**config.mk**
```make
export PLATFORM = sky130hd
export DESIGN_NAME = serial_link_responder_framer_unit_flat
export DESIGN_NICKNAME = d
export VERILOG_FILES = /design/src/rtl/slrf_pkg.sv /design/src/rtl/slrf_ifs.sv /design/src/rtl/slrf_front.sv /design/src/rtl/slrf_queue.sv /design/src/rtl/slrf_back.sv /design/src/rtl/serial_link_responder_framer_unit.sv /design/src/flat_wrapper.sv
export SDC_FILE = /design/constraint.sdc
export NUM_CORES = 1
export LEC_CHECK = 0
export BUFFER_PORTS_ARGS = -buffer_cell sky130_fd_sc_hd__buf_2
export CAP_MARGIN = 20
export CORE_MARGIN = 8
export CORE_UTILIZATION = 50
export DETAILED_ROUTE_END_ITERATION = 10
export GPL_TIMING_DRIVEN = 0
export PLACE_DENSITY_LB_ADDON = 0.08
export SYNTH_ARGS = -nofsm -noshare
export SYNTH_HDL_FRONTEND = slang
export SYNTH_HIERARCHICAL = 1
export SYNTH_SLANG_ARGS = --single-unit
```
**constraint.sdc**
```tcl
create_clock -name clk -period 5.8 [get_ports clk]
set_input_delay 0.87 -clock clk [delete_from_list [all_inputs] [get_ports clk]]
set_output_delay 0.87 -clock clk [all_outputs]
set_load 0.1 [all_outputs]
```
**src/rtl/slrf_pkg.sv**
```systemverilog
// Shared types, codes and reply tables for the serial link responder framer.
`timescale 1ns / 1ps
package slrf_pkg;

  localparam logic [1:0] CMD_BYTE    = 2'd0;
  localparam logic [1:0] CMD_REQUEST = 2'd1;
  localparam logic [1:0] CMD_TICK    = 2'd2;

  typedef enum logic [1:0] {
    KIND_HEARTBEAT  = 2'd0,
    KIND_DESCRIPTOR = 2'd1,
    KIND_FRAME      = 2'd2,
    KIND_REFUSED    = 2'd3
  } kind_t;

  typedef struct packed {
    kind_t      kind;
    logic [7:0] code;
  } job_t;

  localparam int QDEPTH = 2;
  localparam int QPTR_W = $clog2(QDEPTH);

  localparam logic [15:0] GAP_RESET = 16'd100;

  localparam logic [7:0] HB_B0   = 8'h60;
  localparam logic [7:0] HB_B1   = 8'h0B;
  localparam logic [7:0] HB_B2   = 8'h6B;
  localparam logic [7:0] DS_B0   = 8'hCD;
  localparam logic [7:0] DS_B1   = 8'hA9;
  localparam logic [7:0] DS_B2   = 8'h00;
  localparam logic [7:0] FRAME_SYNC = 8'hAC;

  function automatic logic [7:0] heartbeat_byte(input logic [1:0] idx);
    logic [7:0] b;
    case (idx)
      2'd0: b = 8'h2C;
      2'd1: b = 8'h01;
      2'd2: b = 8'h99;
      default: b = 8'hEF;
    endcase
    return b;
  endfunction

  function automatic logic [7:0] descriptor_byte(input logic [1:0] idx);
    logic [7:0] b;
    case (idx)
      2'd0: b = 8'h33;
      2'd1: b = 8'h01;
      2'd2: b = 8'h10;
      default: b = 8'h11;
    endcase
    return b;
  endfunction

  function automatic logic [7:0] job_byte(input job_t job, input logic [1:0] idx);
    logic [7:0] b;
    case (job.kind)
      KIND_HEARTBEAT:  b = heartbeat_byte(idx);
      KIND_DESCRIPTOR: b = descriptor_byte(idx);
      KIND_FRAME: begin
        case (idx)
          2'd0: b = FRAME_SYNC;
          2'd1: b = job.code;
          default: b = FRAME_SYNC ^ job.code;
        endcase
      end
      default: b = 8'h00;
    endcase
    return b;
  endfunction

  function automatic logic [1:0] job_last_idx(input kind_t kind);
    logic [1:0] n;
    case (kind)
      KIND_HEARTBEAT:  n = 2'd3;
      KIND_DESCRIPTOR: n = 2'd3;
      KIND_FRAME:      n = 2'd2;
      default:         n = 2'd0;
    endcase
    return n;
  endfunction

endpackage

```
**src/rtl/slrf_ifs.sv**
```systemverilog
// Channel interfaces: input items, result items and the configuration write.
`timescale 1ns / 1ps
interface slrf_req_if;
  logic       valid;
  logic       ready;
  logic [1:0] command;
  logic [7:0] rx_byte;
  logic [7:0] camera_code;
  modport source (output valid, command, rx_byte, camera_code, input ready);
  modport sink (input valid, command, rx_byte, camera_code, output ready);
endinterface

interface slrf_rsp_if;
  logic       valid;
  logic       ready;
  logic [7:0] tx_byte;
  logic       last_of_run;
  logic [1:0] result_kind;
  modport source (output valid, tx_byte, last_of_run, result_kind, input ready);
  modport sink (input valid, tx_byte, last_of_run, result_kind, output ready);
endinterface

interface slrf_cfg_if;
  logic        valid;
  logic        ready;
  logic [15:0] data;
  modport source (output valid, data, input ready);
  modport sink (input valid, data, output ready);
endinterface

```
**src/rtl/slrf_front.sv**
```systemverilog
// Front end: accepts items, runs the byte matchers and the frame gap/hold logic.
`timescale 1ns / 1ps
module slrf_front
  import slrf_pkg::*;
#(
  parameter int GAP_COUNTER_BITS = 16
) (
  input  logic        clk,
  input  logic        rst,
  slrf_req_if.sink    req,
  input  logic [15:0] min_gap_ticks,
  input  logic        q_full,
  output logic        push,
  output job_t        push_job
);

  localparam int CMP_W = (GAP_COUNTER_BITS > 16) ? GAP_COUNTER_BITS : 16;

  logic [1:0]                  hb_prog, hb_prog_next;
  logic [1:0]                  ds_prog, ds_prog_next;
  logic [GAP_COUNTER_BITS-1:0] ticks, ticks_next, ticks_inc;
  logic                        held_valid, held_valid_next;
  logic [7:0]                  held_code, held_code_next;
  logic                        fire;
  logic                        gap_met, gap_met_inc;
  logic [CMP_W-1:0]            gap_ext;

  assign req.ready = !q_full;
  assign fire      = req.valid && req.ready;

  assign gap_ext     = CMP_W'(min_gap_ticks);
  assign ticks_inc   = (ticks == '1) ? ticks : ticks + 1'b1;
  assign gap_met     = CMP_W'(ticks) >= gap_ext;
  assign gap_met_inc = CMP_W'(ticks_inc) >= gap_ext;

  always_comb begin
    hb_prog_next    = hb_prog;
    ds_prog_next    = ds_prog;
    ticks_next      = ticks;
    held_valid_next = held_valid;
    held_code_next  = held_code;
    push            = 1'b0;
    push_job.kind   = KIND_REFUSED;
    push_job.code   = 8'h00;
    if (fire) begin
      case (req.command)
        CMD_BYTE: begin
          if (hb_prog != 2'd0 || req.rx_byte == HB_B0) begin
            if (hb_prog == 2'd0) begin
              hb_prog_next = 2'd1;
            end else if (hb_prog > 2'd1 || req.rx_byte == HB_B1) begin
              if (hb_prog == 2'd1) begin
                hb_prog_next = 2'd2;
              end else if (req.rx_byte == HB_B2) begin
                hb_prog_next  = 2'd0;
                push          = 1'b1;
                push_job.kind = KIND_HEARTBEAT;
              end
            end else begin
              hb_prog_next = 2'd0;
            end
          end else if (ds_prog != 2'd0 || req.rx_byte == DS_B0) begin
            if (ds_prog == 2'd0) begin
              ds_prog_next = 2'd1;
            end else if (ds_prog > 2'd1 || req.rx_byte == DS_B1) begin
              if (ds_prog == 2'd1) begin
                ds_prog_next = 2'd2;
              end else if (ds_prog > 2'd2 || req.rx_byte == DS_B2) begin
                if (ds_prog == 2'd2) begin
                  ds_prog_next = 2'd3;
                end else if (req.rx_byte == DS_B2) begin
                  ds_prog_next  = 2'd0;
                  push          = 1'b1;
                  push_job.kind = KIND_DESCRIPTOR;
                end
              end
            end else begin
              ds_prog_next = 2'd0;
            end
          end else begin
            hb_prog_next = 2'd0;
            ds_prog_next = 2'd0;
          end
        end
        CMD_REQUEST: begin
          if (held_valid) begin
            push          = 1'b1;
            push_job.kind = KIND_REFUSED;
          end else if (gap_met) begin
            push          = 1'b1;
            push_job.kind = KIND_FRAME;
            push_job.code = req.camera_code;
            ticks_next    = '0;
          end else begin
            held_valid_next = 1'b1;
            held_code_next  = req.camera_code;
          end
        end
        CMD_TICK: begin
          ticks_next = ticks_inc;
          if (held_valid && gap_met_inc) begin
            held_valid_next = 1'b0;
            push            = 1'b1;
            push_job.kind   = KIND_FRAME;
            push_job.code   = held_code;
            ticks_next      = '0;
          end
        end
        default: ;
      endcase
    end
  end

  always_ff @(posedge clk) begin
    if (rst) begin
      hb_prog    <= 2'd0;
      ds_prog    <= 2'd0;
      ticks      <= '0;
      held_valid <= 1'b0;
    end else begin
      hb_prog    <= hb_prog_next;
      ds_prog    <= ds_prog_next;
      ticks      <= ticks_next;
      held_valid <= held_valid_next;
    end
  end

  always_ff @(posedge clk) begin
    held_code <= held_code_next;
  end

endmodule

```
**src/rtl/slrf_queue.sv**
```systemverilog
// Short job queue between the front end and the byte sender.
`timescale 1ns / 1ps
module slrf_queue
  import slrf_pkg::*;
(
  input  logic clk,
  input  logic rst,
  input  logic push,
  input  job_t push_job,
  output logic full,
  input  logic pop,
  output logic nonempty,
  output job_t head
);

  job_t              entries [QDEPTH];
  logic [QPTR_W-1:0] wr_ptr;
  logic [QPTR_W-1:0] rd_ptr;
  logic [QPTR_W:0]   count;

  assign full     = count == (QPTR_W + 1)'(QDEPTH);
  assign nonempty = count != '0;
  assign head     = entries[rd_ptr];

  always_ff @(posedge clk) begin
    if (push) begin
      entries[wr_ptr] <= push_job;
    end
  end

  always_ff @(posedge clk) begin
    if (rst) begin
      wr_ptr <= '0;
      rd_ptr <= '0;
      count  <= '0;
    end else begin
      if (push) begin
        wr_ptr <= (wr_ptr == QPTR_W'(QDEPTH - 1)) ? '0 : wr_ptr + 1'b1;
      end
      if (pop) begin
        rd_ptr <= (rd_ptr == QPTR_W'(QDEPTH - 1)) ? '0 : rd_ptr + 1'b1;
      end
      case ({push, pop})
        2'b10:   count <= count + 1'b1;
        2'b01:   count <= count - 1'b1;
        default: count <= count;
      endcase
    end
  end

endmodule

```
**src/rtl/slrf_back.sv**
```systemverilog
// Back end: expands one job into its reply or frame bytes on the result channel.
`timescale 1ns / 1ps
module slrf_back
  import slrf_pkg::*;
(
  input  logic     clk,
  input  logic     rst,
  input  logic     q_nonempty,
  input  job_t     q_head,
  output logic     pop,
  slrf_rsp_if.source rsp
);

  logic       busy;
  job_t       job;
  logic [1:0] idx;
  logic       is_last;
  logic       fire;

  assign is_last = idx == job_last_idx(job.kind);
  assign fire    = rsp.valid && rsp.ready;
  assign pop     = q_nonempty && (!busy || (fire && is_last));

  assign rsp.valid       = busy;
  assign rsp.tx_byte     = job_byte(job, idx);
  assign rsp.last_of_run = is_last;
  assign rsp.result_kind = job.kind;

  always_ff @(posedge clk) begin
    if (rst) begin
      busy <= 1'b0;
      idx  <= 2'd0;
    end else if (pop) begin
      busy <= 1'b1;
      idx  <= 2'd0;
    end else if (fire) begin
      if (is_last) begin
        busy <= 1'b0;
        idx  <= 2'd0;
      end else begin
        idx <= idx + 1'b1;
      end
    end
  end

  always_ff @(posedge clk) begin
    if (pop) begin
      job <= q_head;
    end
  end

endmodule

```
**src/rtl/serial_link_responder_framer_unit.sv**
```systemverilog
// Top level of the serial link responder and command framer.
//
// req carries one item per handshake: a received link byte, a command
// request or a one-tick pulse. rsp carries the resulting bytes, with
// last_of_run on the final byte of each run and result_kind naming the run.
// cfg writes min_gap_ticks; it is always ready and resets to 100.
//
// The front end classifies an item in the cycle it is accepted and posts a
// job to a two-entry queue. The sender loads the job from the queue head,
// and the first byte of a run is offered once the sender holds the job.
// The sender then gives one byte per cycle while rsp is ready: 4 bytes for
// a heartbeat or descriptor reply, 3 for a command frame, 1 for a refusal.
// req takes an item every cycle while the queue has room, so items that
// cause no bytes flow at full rate. When rsp stalls, the sender holds one
// job and the queue two more; with the queue full req.ready drops.
// Reset clears the matchers, the tick count, the hold and the queue.
`timescale 1ns / 1ps
module serial_link_responder_framer_unit
  import slrf_pkg::*;
#(
  parameter int GAP_COUNTER_BITS = 16
) (
  input  logic       clk,
  input  logic       rst,
  slrf_req_if.sink   req,
  slrf_rsp_if.source rsp,
  slrf_cfg_if.sink   cfg
);

  logic [15:0] min_gap_ticks;
  logic        q_full;
  logic        q_nonempty;
  logic        push;
  logic        pop;
  job_t        push_job;
  job_t        q_head;

  assign cfg.ready = 1'b1;

  always_ff @(posedge clk) begin
    if (rst) begin
      min_gap_ticks <= GAP_RESET;
    end else if (cfg.valid && cfg.ready) begin
      min_gap_ticks <= cfg.data;
    end
  end

  slrf_front #(
    .GAP_COUNTER_BITS(GAP_COUNTER_BITS)
  ) u_front (
    .clk          (clk),
    .rst          (rst),
    .req          (req),
    .min_gap_ticks(min_gap_ticks),
    .q_full       (q_full),
    .push         (push),
    .push_job     (push_job)
  );

  slrf_queue u_queue (
    .clk     (clk),
    .rst     (rst),
    .push    (push),
    .push_job(push_job),
    .full    (q_full),
    .pop     (pop),
    .nonempty(q_nonempty),
    .head    (q_head)
  );

  slrf_back u_back (
    .clk       (clk),
    .rst       (rst),
    .q_nonempty(q_nonempty),
    .q_head    (q_head),
    .pop       (pop),
    .rsp       (rsp)
  );

  a_no_overflow: assert property (@(posedge clk) disable iff (rst)
    push |-> !q_full)
    else $error("job pushed into a full queue");

  a_no_underflow: assert property (@(posedge clk) disable iff (rst)
    pop |-> q_nonempty)
    else $error("job popped from an empty queue");

  a_refusal_shape: assert property (@(posedge clk) disable iff (rst)
    (rsp.valid && rsp.result_kind == KIND_REFUSED) |-> (rsp.last_of_run && rsp.tx_byte == 8'h00))
    else $error("refusal must be a single zero byte");

  a_gap_reset: assert property (@(posedge clk)
    $fell(rst) |-> min_gap_ticks == GAP_RESET)
    else $error("gap register not at reset value");

endmodule

```
**src/flat_wrapper.sv**
```systemverilog
// flat-port wrapper written by rule: the top's interface ports become plain ports
module serial_link_responder_framer_unit_flat import slrf_pkg::*;
#(
  parameter int GAP_COUNTER_BITS = 16
)
  (clk, rst, req_valid, req_command, req_rx_byte, req_camera_code, req_ready, rsp_valid, rsp_tx_byte, rsp_last_of_run, rsp_result_kind, rsp_ready, cfg_valid, cfg_data, cfg_ready);
  slrf_req_if req_i ();
  slrf_rsp_if rsp_i ();
  slrf_cfg_if cfg_i ();
  input  logic clk;
  input  logic rst;
  input wire logic [$bits(req_i.valid)-1:0] req_valid;
  input wire logic [$bits(req_i.command)-1:0] req_command;
  input wire logic [$bits(req_i.rx_byte)-1:0] req_rx_byte;
  input wire logic [$bits(req_i.camera_code)-1:0] req_camera_code;
  output wire logic [$bits(req_i.ready)-1:0] req_ready;
  output wire logic [$bits(rsp_i.valid)-1:0] rsp_valid;
  output wire logic [$bits(rsp_i.tx_byte)-1:0] rsp_tx_byte;
  output wire logic [$bits(rsp_i.last_of_run)-1:0] rsp_last_of_run;
  output wire logic [$bits(rsp_i.result_kind)-1:0] rsp_result_kind;
  input wire logic [$bits(rsp_i.ready)-1:0] rsp_ready;
  input wire logic [$bits(cfg_i.valid)-1:0] cfg_valid;
  input wire logic [$bits(cfg_i.data)-1:0] cfg_data;
  output wire logic [$bits(cfg_i.ready)-1:0] cfg_ready;
  assign req_i.valid = req_valid;
  assign req_i.command = req_command;
  assign req_i.rx_byte = req_rx_byte;
  assign req_i.camera_code = req_camera_code;
  assign req_ready = req_i.ready;
  assign rsp_valid = rsp_i.valid;
  assign rsp_tx_byte = rsp_i.tx_byte;
  assign rsp_last_of_run = rsp_i.last_of_run;
  assign rsp_result_kind = rsp_i.result_kind;
  assign rsp_i.ready = rsp_ready;
  assign cfg_i.valid = cfg_valid;
  assign cfg_i.data = cfg_data;
  assign cfg_ready = cfg_i.ready;
  serial_link_responder_framer_unit #(.GAP_COUNTER_BITS(GAP_COUNTER_BITS)) u_core (.clk(clk), .rst(rst), .req(req_i), .rsp(rsp_i), .cfg(cfg_i));
endmodule
```
==> results.sh, run 1 <==
export IMPL_post_synth_edffs=38
export IMPL_ios=53
export IMPL_port_buffers=50
export IMPL_postCtsSetupBuffers=0
export IMPL_post_cts_hold_buffer_count=0
export IMPL_postSynthCellCount=526
export IMPL_placed_cell_area_um2=5620
export IMPL_design_power_total_mw=1.89
export IMPL_cts_root_buf="clkbuf_8"
export IMPL_synth_net_count=615
export IMPL_yosys_cell_count_top_type="ha_1"
export IMPL_via_count=4095
export IMPL_postRouteAntennaNets=0
export IMPL_critical_path_arrival_ns=5.01
export IMPL_final_setup_fails=0
export IMPL_vdd_drop_max_mv=0.507
export IMPL_synth_area_um2=5200
export IMPL_cts_made_buffers=9
export IMPL_timing_setup_critical_path_class="register to register"
export IMPL_seq_area_frac_synth_pct=39.3
export IMPL_cts_max_path_buffers=2
export IMPL_clock_tree_htree_level_count=3
export IMPL_design_die_area_um2=13900
export IMPL_detail_route_wl_per_cell_um=15.6
export IMPL_initial_core_util_pct=50.8
export IMPL_netlist_top_cells_area="edfxtp_1 (22%), dfxtp_1 (17%), ha_1 (12%), inv_1 (3.4%), mux2i_1 (3.1%)"
export IMPL_coreArea_um2=10200
export IMPL_cellPowerDensity_nw_per_um2=325
export IMPL_cts_num_sinks=83
export IMPL_grt_overflow_total=0
export IMPL_synthTopCellsByCount="ha_1 (50), inv_1 (47), dfxtp_1 (45), edfxtp_1 (38), nor2_1 (36)"
export IMPL_gr_usage_all_layers_pct=16.8
export IMPL_clkPwrFrac_pct=22.4
export IMPL_cts_repair_resize_count=0
export IMPL_sequentialPowerShare_pct=38.1
export IMPL_maxCapViolCount=0
export IMPL_async_reset_ff_share_pct=0
export IMPL_synth_flop_cell="dfxtp_1"
export IMPL_timing_fmax_ghz=0.212
export IMPL_rsz0062_at_grt="no"
export IMPL_num_rows=37
export IMPL_int_pwr_mw=1.07
export IMPL_power_share_combinational_pct=39.4
export IMPL_worstSkewPairLatency_ns=0.36
export IMPL_tritoncts="done"
export IMPL_clk_pin_slew_worst_paths_ns=0.10
export IMPL_die_height_um=118
export IMPL_timing_clock_skew_ns=0.0178
export IMPL_critical_path_required_ns=6.09
export IMPL_endpoint_kind="register"
export IMPL_synthDominantCellAreaShare_pct=21.9
export IMPL_final_std_cell_area_no_fill_um2=5820
export IMPL_timing_critical_path_from_type="register"
export IMPL_final_net_count=676
export IMPL_grt_antenna_before_repair=0
export IMPL_layout_drive_gt1_share_pct=17.1
export IMPL_mean_number_of_vias_per_cell=5.63
export IMPL_drt_first_pass_iters=4
export IMPL_syn_avg_cell_area_um2=9.89
export IMPL_grt_first_pass_wirelength_mm=19.5
export IMPL_outcome="complete, no violations"
export IMPL_register_bit_count_reported_by_yosys=83
export IMPL_ff2ff_path_depth=16
export IMPL_cp_max_fo=10
export IMPL_place_gp_congestion=0.889
export IMPL_min_path_type="register to register"
export IMPL_final_max_slew_violation_count=0
export IMPL_first_global_vias=4170
export IMPL_yosys_area_top_type="edfxtp_1"
export IMPL_finalCritPeriodShare_pct=81.4
export IMPL_switching_share_pct=43.3
export IMPL_postRouteWirelength_mm=11.4
export IMPL_report_final_hold_viol_count=0
export IMPL_power_switching_mw=0.818
export IMPL_synth_cell_types=70
export IMPL_static_leakage_power_nw=2.36
export IMPL_drt_first_iter_violations=209
export IMPL_synth_warning_count=6
export IMPL_chipWidth_um=118
export IMPL_setup_tns_ns=0
export IMPL_n_antenna_cell=0
export IMPL_synthesis_to_finish_area_growth_pct=11.9
export IMPL_max_slew_worst_pin_slew_ns=0.830
export IMPL_hpwlAfterDp_mm=8.97
export IMPL_min_delay_path_depth=2
export IMPL_grt_max_degree=16
export IMPL_slew_headroom_pct=44.5
export IMPL_drcViolationCount=0
export IMPL_finalWorstPathRequiredPeriod_ns=4.72
==> layer usage <==
metal	GRT usage (%)	routed length [µm]
met1	18.6	4770
met2	31.3	5990
met3	3.55	470
met4	5.04	154
met5	0	0
==> flip-flops by register name (all words and copies together) (netlist names), 2 cells and up, named ones only <==
signal                         count
u_core/min_gap_ticks              16
u_core/u_back/idx                  2
u_core/u_back/job                  8
u_core/u_back/rsp.result_kind      2
u_core/u_front/ds_prog             2
u_core/u_front/hb_prog             2
u_core/u_front/held_code           8
u_core/u_front/ticks              16
u_core/u_queue/count               2
u_core/u_queue/entries            20
==> worst paths after layout <==
path / start / endpoint / slack, ns
worst max-delay path: u_core/u_front/ticks[0]$_SDFFE_PP0P_ / u_core/u_queue/count[1]$_SDFFE_PP0P_ / 1.08
worst min-delay path: u_core/min_gap_ticks[13]$_SDFFE_PP0P_ / u_core/min_gap_ticks[13]$_SDFFE_PP0P_ / 0.50
worst max register to register: u_core/u_front/ticks[0]$_SDFFE_PP0P_ / u_core/u_queue/count[1]$_SDFFE_PP0P_ / 1.08
worst min register to register: u_core/min_gap_ticks[13]$_SDFFE_PP0P_ / u_core/min_gap_ticks[13]$_SDFFE_PP0P_ / 0.50
==> layout make-up <==
cell class	count	area (µm²)
fillers	945	4410
multi-input cells	376	2860
repair buffers	50	250
well taps	136	170
inverters	47	176
clock inverters	7	76.3
clock buffers	9	124
plain buffers	20	125
flip-flops and latches	83	2040
==> cell families (layout without fill, tap and decap cells) <==
| family | Yosys count | in the layout | share of synthesized area (%) |
|---|---|---|---|
| other cells | 1 | 1 | 0.0721 |
| xor+xnor | 18 | 18 | 3.03 |
| compound gates | 114 | 114 | 17.3 |
| flops | 83 | 83 | 39.3 |
| fa+ha+maj | 50 | 50 | 12.0 |
| mux | 28 | 28 | 5.68 |
| buf+inv | 67 | 133 | 5.80 |
| simple gates | 165 | 165 | 16.8 |
==> through the flow <==
step	hold WS (ns)	setup WS, ns	cells	util [%]
floorplan	0.456	1.62	526	-
finish	0.503	1.08	728	56.9
detailed placement	0.485	1.14	712	54.9
global placement	0.477	1.24	712	54.9
CTS	0.508	1.10	728	56.9
global route	0.539	0.794	728	56.9
==> worst max-delay path: stages, from the launching register on <==
cell and delay (ns):
dfxtp_1 0.38, ha_1 0.23, nand2_1 0.15, nor2_1 0.11
a21oi_1 0.46, nand2_1 0.21, xnor2_1 0.22, ha_1 0.28
a211oi_1 0.25, o221ai_1 0.22, a311oi_4 0.74, nor3_1 0.12
a311o_1 0.40, inv_1 0.10, ha_1 0.26, or3_1 0.36
a21oi_1 0.14
==> power by group through the flow <==
stage	combinational [mW]	clock [mW]	sequential, mW
after global placement	0.732	0	0.733
after global routing	0.797	0.462	0.730
after CTS	0.748	0.436	0.721
final	0.745	0.423	0.721
after floorplan	0.597	0	0.749
after detailed placement	0.747	0	0.735
==> layout by cell type, fill, tap and decap left out, types with 3 or more instances in the layout <==
cell | netlist | routed
a211o_1 | 6 | 6
a211oi_1 | 6 | 6
a21boi_0 | 3 | 3
a21o_1 | 4 | 4
a21oi_1 | 16 | 16
a311oi_1 | 4 | 4
and2_1 | 6 | 6
and3_1 | 7 | 7
buf_2 | 5 | 55
buf_4 | 3 | 3
clkbuf_1 | 6 | 6
clkbuf_8 | 0 | 9
dfxtp_1 | 45 | 45
edfxtp_1 | 38 | 38
ha_1 | 50 | 50
inv_1 | 47 | 47
mux2_2 | 12 | 12
mux2i_1 | 16 | 16
nand2_1 | 31 | 31
nand2b_1 | 5 | 5
nand3_1 | 28 | 28
nand3b_1 | 3 | 3
nand4_1 | 6 | 6
nor2_1 | 36 | 36
nor2b_1 | 11 | 11
nor3_1 | 8 | 8
o2111ai_1 | 3 | 3
o211ai_1 | 10 | 10
o21a_1 | 3 | 3
o21ai_0 | 12 | 12
o21ai_2 | 3 | 3
o2bb2ai_1 | 12 | 12
o32ai_1 | 11 | 11
or3_1 | 5 | 5
xnor2_1 | 15 | 15
xor2_1 | 3 | 3
Note: power is estimated with default switching activity, not from simulation.
==> inputs of run 2 (changes only) <==
clock period = 4.5 ns   (was 5.8 ns; I/O delays follow)
==> results.sh, run 2 (synthesis results as in run 1) <==
export IMPL_clk_pin_slew_worst_paths_ns=0.09
export IMPL_timing_critical_path_from_type="register"
export IMPL_cts_max_path_buffers=2
export IMPL_drcViolationCount=0
export IMPL_max_slew_worst_pin_slew_ns=0.590
export IMPL_largest_register="u_core/u_queue/entries"
export IMPL_critical_path_max_stage_delay_ns=0.47
export IMPL_reg_top3="u_core/u_queue/entries x20, u_core/min_gap_ticks x16, u_core/u_front/ticks x16"
export IMPL_worstSkewPairLatency_ns=0.36
export IMPL_worstReg2RegStart="u_core/u_front/ticks[4]$_SDFFE_PP0P_"
export IMPL_final_std_cell_area_no_fill_um2=5850
export IMPL_placed_cell_area_um2=5620
export IMPL_cts_made_buffers=9
export IMPL_final_cells=729
export IMPL_cts_num_sinks=83
export IMPL_timing_clock_skew_ns=0.0153
export IMPL_final_net_count=677
export IMPL_int_pwr_mw=1.38
export IMPL_setup_tns_ns=0
export IMPL_layout_drive_gt1_share_pct=18.0
export IMPL_min_path_type="register to register"
export IMPL_die_height_um=118
export IMPL_clkPwrFrac_pct=22.4
export IMPL_min_delay_worst_endpoint="u_core/min_gap_ticks[8]$_SDFFE_PP0P_"
export IMPL_critical_path_required_ns=4.79
export IMPL_finalWorstPathRequiredPeriod_ns=4.23
export IMPL_num_rows=37
export IMPL_hpwlAfterDp_mm=8.97
export IMPL_grt_antenna_before_repair=0
export IMPL_design_die_area_um2=13900
export IMPL_cellPowerDensity_nw_per_um2=416
export IMPL_power_share_combinational_pct=39.4
export IMPL_detail_route_wl_per_cell_um=15.7
export IMPL_switching_share_pct=43.3
export IMPL_first_global_vias=4173
export IMPL_commonest_cells_after_routing_fill_and_taps_aside="buf_2 (55), ha_1 (50), inv_1 (47)"
export IMPL_vdd_drop_max_mv=0.652
export IMPL_postRouteWirelength_mm=11.4
export IMPL_grt_max_degree=16
export IMPL_power_switching_mw=1.05
export IMPL_place_gp_congestion=0.889
export IMPL_timing_fmax_ghz=0.236
export IMPL_rrSetupSlack_ns=0.27
export IMPL_initial_core_util_pct=50.8
export IMPL_grt_first_pass_wirelength_mm=19.5
export IMPL_min_delay_path_depth=2
export IMPL_cts_root_buf="clkbuf_8"
export IMPL_post_place_cells=712
export IMPL_final_util_pct=57.1
export IMPL_drt_first_iter_violations=198
export IMPL_sequentialPowerShare_pct=38.2
export IMPL_report_final_hold_viol_count=0
export IMPL_tritoncts="done"
export IMPL_rsz0062_at_grt="no"
export IMPL_n_antenna_cell=0
export IMPL_critical_path_arrival_ns=4.52
export IMPL_outcome="complete, no violations"
export IMPL_drt_first_pass_iters=4
export IMPL_via_count=4066
export IMPL_final_setup_fails=0
export IMPL_static_leakage_power_nw=2.36
export IMPL_gr_usage_all_layers_pct=16.8
export IMPL_ff2ff_path_depth=16
export IMPL_coreArea_um2=10200
export IMPL_clock_tree_htree_level_count=3
export IMPL_synthesis_to_finish_area_growth_pct=12.4
export IMPL_cpMaxStageDelayCell="dfxtp_1"
export IMPL_finalCritPeriodShare_pct=94.0
export IMPL_ios=53
export IMPL_r2r_end="u_core/u_queue/count[1]$_SDFFE_PP0P_"
export IMPL_maxCapViolCount=0
export IMPL_final_max_slew_violation_count=0
export IMPL_endpoint_kind="register"
export IMPL_launch_instance_of_the_worst_min_delay_path="u_core/min_gap_ticks[8]$_SDFFE_PP0P_"
export IMPL_timing_setup_critical_path_class="register to register"
export IMPL_leading_cell_type_in_the_layout_fill_and_taps_excluded="buf_2"
export IMPL_crit_path_cell_trace="nand3_1, or2_0, nor3_1, nand3_1, mux2i_1, inv_1, ha_1, a21oi_1, o21ai_0, a311oi_4, nor3_1, a311o_1, inv_1, ha_1, or3_1, a21oi_1"
export IMPL_mean_number_of_vias_per_cell=5.58
export IMPL_grt_overflow_total=0
export IMPL_port_buffers=50
export IMPL_max_reg_flops=20
export IMPL_cp_max_fo=7
export IMPL_chipWidth_um=118
export IMPL_slew_headroom_pct=60.3
export IMPL_postRouteAntennaNets=0
## run 2: worst max-delay path by stage
stage,slack (ns),end,from,cells past startpoint
detailed placement,-0.16,u_core/u_queue/count[1]$_SDFFE_PP0P_,u_core/u_front/ticks[0]$_SDFFE_PP0P_,16
floorplan,0.52,rsp_tx_byte[0],u_core/u_back/idx[1]$_SDFFE_PP0N_,5
finish,0.27,u_core/u_queue/count[1]$_SDFFE_PP0P_,u_core/u_front/ticks[4]$_SDFFE_PP0P_,16
global placement,-0.06,u_core/u_queue/count[1]$_SDFFE_PP0P_,u_core/u_front/ticks[0]$_SDFFE_PP0P_,16
global route,0.01,u_core/u_queue/count[1]$_SDFFE_PP0P_,u_core/u_front/ticks[3]$_SDFFE_PP0P_,16
CTS,0.16,u_core/u_queue/entries[0][1]$_DFFE_PP_,u_core/u_front/ticks[4]$_SDFFE_PP0P_,14
## run 2: layer usage
metal / GRT usage [%] / wire length [µm] / up-vias
met5: 0 / 0 / -
met4: 5.04 / 137 / 0
met1: 18.7 / 4810 / 1907
met3: 3.55 / 414 / 11
met2: 31.3 / 6060 / 68
li1: - / - / 2080
## run 2: repair_timing
| action | CTS | global route |
|---|---|---|
| setup buffers | 1 | 0 |
| endpoints found under the hold margin | 0 | 0 |
| endpoints found under the setup margin | 1 | 11 |
| hold buffers | 0 | 0 |
| pin swaps | 1 | 0 |
| gates resized for setup | 0 | 5 |
## run 2: worst max-delay path, delay by kind of cell (launching register included)
kind	cells	cell delay [ns]
AOI/OAI and AO/OA	5	1.21
adders and majority gates	2	0.58
buffers and inverters	2	0.18
DFF	1	0.47
muxes	1	0.23
and+or+nand+nor	6	1.49
## run 2: cell type report
cell class	count	area (µm²)
fillers	948	4380
multi-input cells	376	2880
flip-flops and latches	83	2040
repair buffers	51	258
inverters	47	176
well taps	136	170
plain buffers	20	125
clock buffers	9	124
clock inverters	7	76.3
## run 2: power by group through the flow
stage	sequential (mW)	combinational, mW	clock, mW
finish	0.929	0.960	0.546
CTS	0.929	0.965	0.561
global placement	0.945	0.944	0
detailed placement	0.947	0.963	0
global route	0.941	1.03	0.595
floorplan	0.965	0.770	0
## run 2: per-stage QoR
step / setup slack, ns / power (mW) / hold slack (ns)
2_1_floorplan: 0.519 / 1.73 / 0.456
3_3_place_gp: -0.0611 / 1.89 / 0.477
3_5_place_dp: -0.158 / 1.91 / 0.485
4_1_cts: 0.158 / 2.46 / 0.499
5_1_grt: 0.0112 / 2.56 / 0.503
6_report: 0.271 / 2.44 / 0.503
==> inputs of run 3 (changes only) <==
CORE_MARGIN = not set   (was 8)
==> results.sh, run 3 (synthesis results as in run 1) <==
export IMPL_post_cts_hold_buffer_count=0
export IMPL_worstReg2RegStart="u_core/u_front/ticks[3]$_SDFFE_PP0P_"
export IMPL_timing_fmax_ghz=0.234
export IMPL_coreArea_um2=9910
export IMPL_final_setup_fails=0
export IMPL_drt_first_pass_iters=5
export IMPL_design_die_area_um2=10800
export IMPL_final_net_count=677
export IMPL_drt_first_iter_violations=201
export IMPL_top_layer="met4"
export IMPL_critical_path_required_ns=4.78
export IMPL_grt_max_degree=16
export IMPL_cts_made_buffers=9
export IMPL_initial_core_util_pct=52.5
export IMPL_first_global_vias=3983
export IMPL_grt_antenna_before_repair=0
export IMPL_worstSkewPairLatency_ns=0.36
export IMPL_slew_headroom_pct=53.4
export IMPL_critical_path_max_stage_delay_ns=0.48
export IMPL_cellPowerDensity_nw_per_um2=417
export IMPL_ff2ff_path_depth=16
export IMPL_largest_register="u_core/u_queue/entries"
export IMPL_final_max_slew_violation_count=0
export IMPL_reg_top3="u_core/u_queue/entries x20, u_core/min_gap_ticks x16, u_core/u_front/ticks x16"
export IMPL_finalCritPeriodShare_pct=94.8
export IMPL_cts_num_sinks=83
export IMPL_cp_max_fo=8
export IMPL_leading_cell_type_in_the_layout_fill_and_taps_excluded="buf_2"
export IMPL_cts_max_path_buffers=2
export IMPL_sequentialPowerShare_pct=38.2
export IMPL_min_delay_path_depth=2
export IMPL_drcViolationCount=0
export IMPL_met2WireLength_mm=5.14
export IMPL_grt_overflow_total=0
export IMPL_detail_route_wl_per_cell_um=15.5
export IMPL_int_pwr_mw=1.40
export IMPL_clkPwrFrac_pct=22.9
export IMPL_rrSetupSlack_ns=0.23
export IMPL_clk_pin_slew_worst_paths_ns=0.09
export IMPL_wl_met1_mm=5.63
export IMPL_power_switching_mw=1.05
export IMPL_via_count=4084
export IMPL_outcome="complete, no violations"
export IMPL_min_delay_worst_endpoint="u_core/u_queue/count[1]$_SDFFE_PP0P_"
export IMPL_synthesis_to_finish_area_growth_pct=12.8
export IMPL_vdd_drop_max_mv=0.525
export IMPL_power_share_combinational_pct=39.0
export IMPL_timing_clock_skew_ns=0.0131
export IMPL_gr_usage_all_layers_pct=21.9
export IMPL_chipWidth_um=104
export IMPL_timing_critical_path_from_type="register"
export IMPL_max_slew_worst_pin_slew_ns=0.693
export IMPL_hpwlAfterDp_mm=8.67
export IMPL_endpoint_kind="register"
export IMPL_crit_path_cell_trace="nand3_1, or2_0, nor3_2, nand3_1, mux2i_1, inv_1, ha_1, a21oi_1, o21ai_0, a311oi_4, nor3_1, a311o_1, inv_1, ha_1, or3_1, a21oi_1"
export IMPL_port_buffers=50
export IMPL_cpMaxStageDelayCell="dfxtp_1"
export IMPL_static_leakage_power_nw=2.37
export IMPL_launch_instance_of_the_worst_min_delay_path="u_core/u_queue/count[1]$_SDFFE_PP0P_"
export IMPL_die_height_um=104
export IMPL_grt_first_pass_wirelength_mm=18.9
export IMPL_num_rows=36
export IMPL_finalWorstPathRequiredPeriod_ns=4.27
export IMPL_n_antenna_cell=0
export IMPL_met3_wire_length_um=419
export IMPL_postRouteAntennaNets=0
export IMPL_ios=53
export IMPL_postRouteWirelength_mm=11.3
export IMPL_cts_root_buf="clkbuf_8"
export IMPL_min_path_type="register to register"
export IMPL_critical_path_arrival_ns=4.55
export IMPL_report_final_hold_viol_count=0
export IMPL_place_gp_congestion=0.815
export IMPL_tritoncts="done"
export IMPL_r2r_end="u_core/u_queue/count[1]$_SDFFE_PP0P_"
export IMPL_commonest_cells_after_routing_fill_and_taps_aside="buf_2 (55), ha_1 (50), inv_1 (47)"
export IMPL_whs_ns=0.501
export IMPL_path_delay_family="simple AND/OR/NAND/NOR gates"
export IMPL_max_reg_flops=20
export IMPL_design_power_total_mw=2.44
export IMPL_maxCapViolCount=0
export IMPL_rsz0062_at_grt="no"
export IMPL_layout_drive_gt1_share_pct=18.5
export IMPL_switching_share_pct=42.8
export IMPL_timing_setup_critical_path_class="register to register"
export IMPL_clock_tree_htree_level_count=3
export IMPL_cp_buffers_inverters=2
export IMPL_mean_number_of_vias_per_cell=5.63
==> run 3: power by group through the flow <==
stage | logic [mW] | clock network [mW] | registers [mW]
after global placement | 0.940 | 0 | 0.946
after global routing | 1.01 | 0.613 | 0.942
after CTS | 0.957 | 0.575 | 0.933
final | 0.953 | 0.558 | 0.932
after floorplan | 0.770 | 0 | 0.965
after detailed placement | 0.953 | 0 | 0.951
==> run 3: metrics by stage <==
step                util [%]  cell area, µm²  instances  setup slack, ns  TNS [ns]
finish                  59.2            5860        726            0.235         0
global route            59.2            5860        726          0.00488         0
CTS                     58.9            5830        726           0.0333         0
detailed placement      56.7            5620        709           -0.125    -0.497
global placement        56.7            5620        709          -0.0597   -0.0597
floorplan                  -            5200        526            0.519         0
==> run 3: what timing repair did <==
| item | in CTS | in global routing |
|---|---|---|
| hold endpoints to repair | 0 | 0 |
| setup buffers | 1 | 0 |
| endpoints found under the setup margin | 11 | 11 |
| pin swaps | 1 | 0 |
| gates resized for setup | 0 | 8 |
| gates cloned | 0 | 0 |
==> run 3: tightest hold or removal path: cells and delay by family (launching register included) <==
kind,cells,cell delay [ns]
AO/OA/AOI/OAI,2,0.13
flip-flops,1,0.33
==> run 3: metal layers <==
layer	track usage (%)	vias up
met2	34.5	92
li1	-	2077
met1	30.0	1906
met5	0	-
met3	4.45	9
met4	7.14	0
==> run 3: layout make-up <==
type / instances / area (µm²)
Inverter: 47 / 176
Fill cell: 885 / 4050
Clock inverter: 6 / 72.6
Tap cell: 133 / 166
Timing Repair Buffer: 51 / 258
Clock buffer: 10 / 138
Multi-Input combinational cell: 376 / 2890
Sequential cell: 83 / 2040
Buffer: 20 / 125
==> run 3: how the worst max path moves through the flow <==
stage                                    startpoint  slack (ns)  depth (start not counted)                                     end
2_1_floorplan     u_core/u_back/idx[1]$_SDFFE_PP0N_        0.52                          5                          rsp_tx_byte[0]
3_3_place_gp   u_core/u_front/ticks[0]$_SDFFE_PP0P_       -0.06                         16    u_core/u_queue/count[1]$_SDFFE_PP0P_
3_5_place_dp   u_core/u_front/ticks[0]$_SDFFE_PP0P_       -0.12                         16    u_core/u_queue/count[1]$_SDFFE_PP0P_
4_1_cts        u_core/u_front/ticks[4]$_SDFFE_PP0P_        0.03                         14  u_core/u_queue/entries[0][4]$_DFFE_PP_
5_1_grt        u_core/u_front/ticks[0]$_SDFFE_PP0P_       0.005                         16    u_core/u_queue/count[1]$_SDFFE_PP0P_
6_report       u_core/u_front/ticks[3]$_SDFFE_PP0P_        0.23                         16    u_core/u_queue/count[1]$_SDFFE_PP0P_
